--- src/dbas_pkg.sv ---
`timescale 1ns / 1ps
// Package for the decimal add/sub/multiply block: sizes, operation codes,
// payload structs, cell control struct and small digit helpers. No dependencies.
package dbas_pkg;

	localparam int DIGITS = 32;
	localparam int CNT_W  = $clog2(2 * DIGITS);
	localparam int LCNT_W = $clog2(DIGITS + 1);

	// operation codes carried in the mode field of the final pair
	typedef enum logic [1:0] {
		MODE_ADD  = 2'd0,
		MODE_SUB  = 2'd1,
		MODE_MUL  = 2'd2,
		MODE_RSVD = 2'd3
	} dbas_mode_t;

	typedef struct packed {
		logic [1:0] mode;
		logic [3:0] digit_a;
		logic [3:0] digit_b;
		logic       last_digit;
	} dbas_in_t;

	typedef struct packed {
		logic [3:0] result_digit;
		logic       negative;
		logic       last_result;
	} dbas_out_t;

	// one command word broadcast to every cell of the chain
	typedef struct packed {
		logic shift_a;
		logic shift_b;
		logic rotate;
		logic mac;
		logic clr;
	} dbas_cell_ctrl_t;

	// digits above nine count as nine
	function automatic logic [3:0] clamp_digit(input logic [3:0] d);
		logic [3:0] r;
		r = (d > 4'd9) ? 4'd9 : d;
		return r;
	endfunction

	// quotient by ten, exact for every 7-bit value (0 to 127)
	function automatic logic [3:0] div10(input logic [6:0] v);
		logic [13:0] p;
		p = 14'(v) * 14'd103;
		return p[13:10];
	endfunction

endpackage

--- src/dbas_cell.sv ---
`timescale 1ns / 1ps
// One digit cell: holds a digit of each operand plus a multiply partial sum
// and carry. Depends on dbas_pkg.
module dbas_cell (
	input  logic                     clk,
	input  logic                     arst_n,
	input  dbas_pkg::dbas_cell_ctrl_t ctrl,
	input  logic                     ld_en,
	input  logic [3:0]               din_a,
	input  logic [3:0]               din_b,
	input  logic [3:0]               nxt_a,
	input  logic [3:0]               nxt_b,
	input  logic [3:0]               s_up,
	input  logic [3:0]               x,
	output logic [3:0]               a_q,
	output logic [3:0]               b_q,
	output logic [3:0]               s_q,
	output logic [3:0]               r
);

	logic [3:0] c_q;
	logic [7:0] prod;
	logic [6:0] v;
	logic [3:0] q;

	// v = x*b + partial sum from above + own carry, at most 99
	assign prod = x * b_q;
	assign v    = prod[6:0] + 7'(s_up) + 7'(c_q);
	assign q    = dbas_pkg::div10(v);
	assign r    = 4'(v - 7'(q) * 7'd10);

	always_ff @(posedge clk or negedge arst_n) begin
		if (!arst_n) begin
			a_q <= '0;
			b_q <= '0;
			s_q <= '0;
			c_q <= '0;
		end else if (ctrl.clr) begin
			a_q <= '0;
			b_q <= '0;
			s_q <= '0;
			c_q <= '0;
		end else begin
			if (ld_en) begin
				a_q <= din_a;
				b_q <= din_b;
			end
			if (ctrl.shift_a) a_q <= nxt_a;
			if (ctrl.shift_b) b_q <= nxt_b;
			if (ctrl.mac) begin
				s_q <= r;
				c_q <= q;
			end
		end
	end

endmodule

--- src/dbas_ctrl.sv ---
`timescale 1ns / 1ps
// Sequencer for the digit chain, serial add/subtract unit at the chain's
// low end, and the result register. Depends on dbas_pkg.
module dbas_ctrl (
	input  logic                         clk,
	input  logic                         arst_n,
	input  logic                         start,
	input  logic                         last_digit,
	input  logic [1:0]                   mode,
	input  logic [3:0]                   a0,
	input  logic [3:0]                   b0,
	input  logic [3:0]                   r0,
	output logic                         busy,
	output logic                         load,
	output logic [dbas_pkg::LCNT_W-1:0]  loaded,
	output dbas_pkg::dbas_cell_ctrl_t    cell_ctrl,
	output logic                         strobe,
	output dbas_pkg::dbas_out_t          result
);

	localparam logic [1:0] ST_IDLE = 2'd0;
	localparam logic [1:0] ST_CMP  = 2'd1;
	localparam logic [1:0] ST_RUN  = 2'd2;

	localparam int CW = dbas_pkg::CNT_W;
	localparam logic [CW-1:0] CNT_ADD_END = CW'(dbas_pkg::DIGITS);
	localparam logic [CW-1:0] CNT_SUB_END = CW'(dbas_pkg::DIGITS - 1);
	localparam logic [CW-1:0] CNT_MUL_END = CW'(2 * dbas_pkg::DIGITS - 1);

	logic [1:0]    state_q;
	logic [1:0]    op_q;
	logic [CW-1:0] cnt_q;
	logic          carry_q;
	logic          neg_q;
	logic [dbas_pkg::LCNT_W-1:0] loaded_q;

	logic [1:0]    op_in;
	logic          accept;
	logic [4:0]    add_sum;
	logic          add_c;
	logic [3:0]    add_d;
	logic [3:0]    sx, sy;
	logic [4:0]    sub_y;
	logic          sub_bw;
	logic [3:0]    sub_d;
	logic          cmp_bw;
	logic          run_last;
	logic [3:0]    run_digit;
	logic          run_carry;

	assign busy   = (state_q != ST_IDLE);
	assign accept = start && !busy;
	assign load   = accept;
	assign loaded = loaded_q;

	always_comb begin
		case (mode)
			dbas_pkg::MODE_SUB: op_in = dbas_pkg::MODE_SUB;
			dbas_pkg::MODE_MUL: op_in = dbas_pkg::MODE_MUL;
			default:            op_in = dbas_pkg::MODE_ADD;
		endcase
	end

	// add digit
	assign add_sum = 5'(a0) + 5'(b0) + 5'(carry_q);
	assign add_c   = (add_sum >= 5'd10);
	assign add_d   = add_c ? 4'(add_sum - 5'd10) : add_sum[3:0];

	// magnitude subtract digit, larger operand on the left
	assign sx     = neg_q ? b0 : a0;
	assign sy     = neg_q ? a0 : b0;
	assign sub_y  = 5'(sy) + 5'(carry_q);
	assign sub_bw = (5'(sx) < sub_y);
	assign sub_d  = 4'(5'(sx) + (sub_bw ? 5'd10 : 5'd0) - sub_y);

	// compare pass: borrow of a - b only
	assign cmp_bw = ({1'b0, a0} < ({1'b0, b0} + 5'(carry_q)));

	always_comb begin
		case (op_q)
			dbas_pkg::MODE_SUB: begin
				run_last  = (cnt_q == CNT_SUB_END);
				run_digit = sub_d;
				run_carry = sub_bw;
			end
			dbas_pkg::MODE_MUL: begin
				run_last  = (cnt_q == CNT_MUL_END);
				run_digit = r0;
				run_carry = 1'b0;
			end
			default: begin
				run_last  = (cnt_q == CNT_ADD_END);
				run_digit = (cnt_q == CNT_ADD_END) ? 4'(carry_q) : add_d;
				run_carry = add_c;
			end
		endcase
	end

	always_comb begin
		cell_ctrl = '0;
		case (state_q)
			ST_CMP: begin
				cell_ctrl.shift_a = 1'b1;
				cell_ctrl.shift_b = 1'b1;
				cell_ctrl.rotate  = 1'b1;
			end
			ST_RUN: begin
				cell_ctrl.shift_a = 1'b1;
				cell_ctrl.shift_b = (op_q != dbas_pkg::MODE_MUL);
				cell_ctrl.mac     = (op_q == dbas_pkg::MODE_MUL);
				cell_ctrl.clr     = run_last;
			end
			default: cell_ctrl = '0;
		endcase
	end

	always_ff @(posedge clk or negedge arst_n) begin
		if (!arst_n) begin
			state_q  <= ST_IDLE;
			op_q     <= dbas_pkg::MODE_ADD;
			cnt_q    <= '0;
			carry_q  <= 1'b0;
			neg_q    <= 1'b0;
			loaded_q <= '0;
			strobe   <= 1'b0;
		end else begin
			strobe <= (state_q == ST_RUN);
			case (state_q)
				ST_IDLE: begin
					if (accept) begin
						if (loaded_q < dbas_pkg::LCNT_W'(dbas_pkg::DIGITS))
							loaded_q <= loaded_q + 1'b1;
						if (last_digit) begin
							loaded_q <= '0;
							op_q     <= op_in;
							cnt_q    <= '0;
							carry_q  <= 1'b0;
							neg_q    <= 1'b0;
							state_q  <= (op_in == dbas_pkg::MODE_SUB) ? ST_CMP : ST_RUN;
						end
					end
				end
				ST_CMP: begin
					carry_q <= cmp_bw;
					cnt_q   <= cnt_q + 1'b1;
					if (cnt_q == CNT_SUB_END) begin
						neg_q   <= cmp_bw;
						carry_q <= 1'b0;
						cnt_q   <= '0;
						state_q <= ST_RUN;
					end
				end
				ST_RUN: begin
					carry_q <= run_carry;
					cnt_q   <= cnt_q + 1'b1;
					if (run_last)
						state_q <= ST_IDLE;
				end
				default: state_q <= ST_IDLE;
			endcase
		end
	end

	always_ff @(posedge clk) begin
		if (state_q == ST_RUN) begin
			result.result_digit <= run_digit;
			result.negative     <= neg_q && (op_q == dbas_pkg::MODE_SUB);
			result.last_result  <= run_last;
		end
	end

	// run ends with its final digit in the output register
	a_end: assert property (@(posedge clk) disable iff (!arst_n)
		$fell(busy) |-> strobe && result.last_result)
		else $error("busy dropped without a final result");

	// only the final digit shows while idle
	a_mid: assert property (@(posedge clk) disable iff (!arst_n)
		strobe && !result.last_result |-> busy)
		else $error("non-final result outside a run");

	// sign only in subtract runs
	a_neg: assert property (@(posedge clk) disable iff (!arst_n)
		strobe && result.negative |-> op_q == dbas_pkg::MODE_SUB)
		else $error("negative flag outside subtract");

	// final add digit is the carry
	a_carry: assert property (@(posedge clk) disable iff (!arst_n)
		strobe && result.last_result && op_q == dbas_pkg::MODE_ADD
		|-> result.result_digit <= 4'd1)
		else $error("add carry digit above one");

endmodule

--- src/decimal_bigint_add_sub_mul_top.sv ---
`timescale 1ns / 1ps
// Top level of the decimal add/subtract/multiply block: a row of digit
// cells and the sequencer. Depends on dbas_pkg, dbas_cell, dbas_ctrl.
//
// Usage:
//   Operand digit pairs come in on operands, least significant first, one
//   transfer per cycle at each edge with start high and busy low. Pairs beyond
//   DIGITS are dropped; missing digits read as zero. The pair marked
//   last_digit starts a run in the mode it carries (mode 3 runs as add).
//   Results leave on result, one digit per cycle, each shown for one cycle
//   with strobe high, least significant first, the final one flagged with
//   last_result. The receiver has no way to stall: it must take every digit.
//   After the final transfer: add gives DIGITS+1 digits, one per cycle,
//   the first after the sequencer has entered its run state; subtract first
//   rotates the chain once to find the sign, then gives DIGITS digits;
//   multiply gives 2*DIGITS digits, one per cycle. busy drops in the cycle
//   the final digit shows, so the next operand transfer can overlap it.
//   The run length is set by the digit chain: one digit leaves the low cell
//   per cycle, and multiply runs on past the operand digits to flush the carries.
//   Reset (arst_n low) clears all cell digits and the load count; after each run
//   the operands are cleared again.
module decimal_bigint_add_sub_mul_top (
	input  logic                clk,
	input  logic                arst_n,
	input  logic                start,
	output logic                busy,
	input  dbas_pkg::dbas_in_t  operands,
	output logic                strobe,
	output dbas_pkg::dbas_out_t result
);

	localparam int N = dbas_pkg::DIGITS;

	dbas_pkg::dbas_cell_ctrl_t cell_ctrl;
	logic                      load;
	logic [dbas_pkg::LCNT_W-1:0] loaded;
	logic [3:0]                din_a, din_b;

	// per-cell digit registers, partial sums and remainders
	logic [3:0] a_q [N];
	logic [3:0] b_q [N];
	logic [3:0] s_q [N];
	logic [3:0] r   [N];
	logic [3:0] top_a, top_b;

	assign din_a = dbas_pkg::clamp_digit(operands.digit_a);
	assign din_b = dbas_pkg::clamp_digit(operands.digit_b);

	// the top cell takes zeros, or the low cell's digits while rotating
	assign top_a = cell_ctrl.rotate ? a_q[0] : 4'd0;
	assign top_b = cell_ctrl.rotate ? b_q[0] : 4'd0;

	for (genvar i = 0; i < N; i++) begin : g_cell
		logic       ld_en;
		logic [3:0] nxt_a, nxt_b, s_up;

		assign ld_en = load && (loaded == dbas_pkg::LCNT_W'(i));

		if (i == N - 1) begin : g_top
			assign nxt_a = top_a;
			assign nxt_b = top_b;
			assign s_up  = 4'd0;
		end else begin : g_mid
			assign nxt_a = a_q[i+1];
			assign nxt_b = b_q[i+1];
			assign s_up  = s_q[i+1];
		end

		// multiplier digit a is taken from the low cell and broadcast
		dbas_cell u_cell (
			.clk    (clk),
			.arst_n (arst_n),
			.ctrl   (cell_ctrl),
			.ld_en  (ld_en),
			.din_a  (din_a),
			.din_b  (din_b),
			.nxt_a  (nxt_a),
			.nxt_b  (nxt_b),
			.s_up   (s_up),
			.x      (a_q[0]),
			.a_q    (a_q[i]),
			.b_q    (b_q[i]),
			.s_q    (s_q[i]),
			.r      (r[i])
		);
	end

	dbas_ctrl u_ctrl (
		.clk        (clk),
		.arst_n     (arst_n),
		.start      (start),
		.last_digit (operands.last_digit),
		.mode       (operands.mode),
		.a0         (a_q[0]),
		.b0         (b_q[0]),
		.r0         (r[0]),
		.busy       (busy),
		.load       (load),
		.loaded     (loaded),
		.cell_ctrl  (cell_ctrl),
		.strobe     (strobe),
		.result     (result)
	);

endmodule
--- config.mk ---
export PLATFORM = sky130hd
export DESIGN_NAME = decimal_bigint_add_sub_mul_top
export DESIGN_NICKNAME = d
export VERILOG_FILES = /design/src/dbas_pkg.sv /design/src/dbas_cell.sv /design/src/dbas_ctrl.sv /design/src/decimal_bigint_add_sub_mul_top.sv
export SDC_FILE = /design/constraint.sdc
export NUM_CORES = 2
export LEC_CHECK = 0
export BUFFER_PORTS_ARGS = -buffer_cell sky130_fd_sc_hd__buf_2
export CAP_MARGIN = 20
export CORE_MARGIN = 8
export CORE_UTILIZATION = 60
export CTS_CLUSTER_DIAMETER = 120
export CTS_CLUSTER_SIZE = 30
export DETAILED_ROUTE_END_ITERATION = 10
export PLACE_DENSITY = 0.76
export SLEW_MARGIN = 20
export SYNTH_ARGS = -nofsm -noshare
export SYNTH_HDL_FRONTEND = slang
export SYNTH_HIERARCHICAL = 1
export SYNTH_SLANG_ARGS = --single-unit
--- constraint.sdc ---
create_clock -name clk -period 15.4 [get_ports clk]
set_input_delay 3.08 -clock clk [delete_from_list [all_inputs] [get_ports clk]]
set_output_delay 3.08 -clock clk [all_outputs]
set_load 0.05 [all_outputs]
==> flow_summary.yaml <==
outcome:
  status: "finished, final reports clean"
placed_design:
  dpl.hpwl_mm: 130
  gp_congestion: 0.887
  port_buffers: 21
cts:
  cts_num_sinks: 533
  htreeDepth: 1
  clkTransAtPathRegs_ns: 0.12
  numCtsBuffers: 25
  clockBufferDepth: 3
  hold_buffers: 0
  post_cts.repair.setup_buffers: 0
  cts-resized-gates: 0
  cts_tree: "done"
  clk_latency_ns: 0.64
  root_buffer: "clkbuf_16"
critical_path:
  crit_required_ns: 15.95
  crit_arrival_ns: 9.82
  timing.critical_path.mode_cell: "fa_1"
  critPathSlowestCell: "buf_4"
  crit_path_start_kind: "register"
  end_kind: "register"
  r2r-start: "g_cell[0].u_cell/a_q[2]"
  critical_path_class: "reg -> reg"
  crit_start: "g_cell[0].u_cell/a_q[2]"
  path_max_fanout: 81
  max_stage_delay_ns: 0.92
timing:
  rsz0062_at_grt: "false"
  period_share_pct: 60.2
  hold-worst-slack_ns: 0.502
  setup_viol: 0
  skew_ns: 0.0325
  final.min_clock_period_ns: 9.27
  fmax_mhz: 108
  drv_slew: 0
  setup_tns_ns: 0
  worstMarginPinSlew_ns: 1.12
  finalHoldViolations: 0
  max_slew_margin_pct: 25.4
final_layout:
  area_growth_syn_to_layout_pct: 3.38
  final_nets: 10700
  fin_util_pct: 62.1
  diodes: 0
  drive_gt1_share_pct: 3.64
route:
  first_iter_violations: 3111
  viasPerCell: 5.56
  antenna_left: 0
  drc: 0
  drt-pass1-iter-count: 7
  wl_mm: 166
  post_drt_wl_per_cell_um: 16.2
  vias: 56800
min_path:
  hold_start: "g_cell[5].u_cell/s_q[3]"
  hold_class: "reg -> reg"
power:
  ir_worst_vdd_mv: 0.159
  power_leakage_uw: 0.0455
  power_density_mw_per_mm2: 77.4
synth:
  syn_inst: 8584
  syn_area_mm2: 0.0786
  yosys_warnings: 6
  syn_avg_cell_area_um2: 9.16
die:
  fp.dieArea_mm2: 0.143
  dieHeight_um: 378
  rows: 133
  die_w_um: 378
  core_mm2: 0.131
  start_util_pct: 60.1
  io_pins: 22
job:
  drv_cap: 0
grt:
  grt-ovfl-total: 0
  grt_usage_pct: 23.5
  grt_start_max_net_pins: 153
  grt_antenna_before_repair: 0
  grt_pass1_vias: 60100
  grt_pass1_wl_mm: 288
==> path summary, 6_finish.rpt <==
| path | endpoint | slack, ns | cells after the start |
|---|---|---|---|
| worst max-delay path | g_cell[8].u_cell/s_q[3] | 6.13 | 28 |
| worst min-delay path | g_cell[5].u_cell/s_q[3] | 0.50 | 2 |
| worst max register to register | g_cell[8].u_cell/s_q[3] | 6.13 | 28 |
| worst min register to register | g_cell[5].u_cell/s_q[3] | 0.50 | 2 |
| max in group asynchronous | g_cell[17].u_cell/c_q[2] | 10.12 | 4 |
| min in group asynchronous | g_cell[5].u_cell/s_q[0] | 2.43 | 1 |
==> where the power goes <==
| part | internal [µW] | total, µW | leakage [µW] | switching [µW] |
|---|---|---|---|---|
| logic | 1260 | 3630 | 0.0377 | 2370 |
| registers | 1570 | 1800 | 0.00738 | 237 |
| clock network | 323 | 861 | 0.000386 | 538 |
==> sequential cells by signal, summed over array words and instances (netlist names) <==
signal	flops
g_cell.u_cell/b_q	128
u_ctrl/strobe	1
u_ctrl/result	6
g_cell.u_cell/a_q	128
u_ctrl/neg_q	1
u_ctrl/carry_q	1
g_cell.u_cell/c_q	128
u_ctrl/cnt_q	6
g_cell.u_cell/s_q	124
u_ctrl/loaded	6
u_ctrl/op_q	2
u_ctrl/state_q	2
==> layout by cell type, fill, tap and decap left out, types with 111 or more instances in the layout <==
cell        n
a21oi_1   458
inv_1    1676
mux2i_1   434
ha_1     1624
dfrtp_1   523
xor2_1    111
and2_1    235
fa_1      643
nand2_1   417
xnor2_1   296
nor2_1    775
o21ai_0   119
==> layout make-up <==
class                           instances  area (µm²)
Clock buffer                           27         643
Clock inverter                         10         150
Fill cell                           10800       49500
Inverter                             1676        6290
Multi-Input combinational cell       6150       58100
Sequential cell                       533       13400
Tap cell                             1755        2200
Timing Repair Buffer                   68         505
==> through the flow <==
stage	cell area, µm²	power (µW)	std cells	worst slack, ns
2_1_floorplan	78600	4550	8587	6.48
3_3_place_gp	80500	5260	10200	6.45
3_5_place_dp	80500	5440	10200	6.23
4_1_cts	81300	6320	10200	6.20
5_1_grt	81300	6880	10200	5.56
6_report	81300	6290	10200	6.13
==> layer usage <==
metal	wire length, µm	global-route usage, %
met5	0	0
met1	75300	31.4
met4	3210	4.74
met2	82000	42.1
met3	5100	1.61
==> critical path, delay by kind of cell (launching register included) <==
kind | cells | cell delay (ns)
AO/OA/AOI/OAI | 4 | 1.11
XOR/XNOR | 2 | 0.64
adder cells (fa/ha/maj) | 11 | 4.25
buffers and inverters | 4 | 1.07
flip-flops | 1 | 0.89
AND/OR/NAND/NOR | 7 | 1.18
Power figures use the tool's default switching activity.
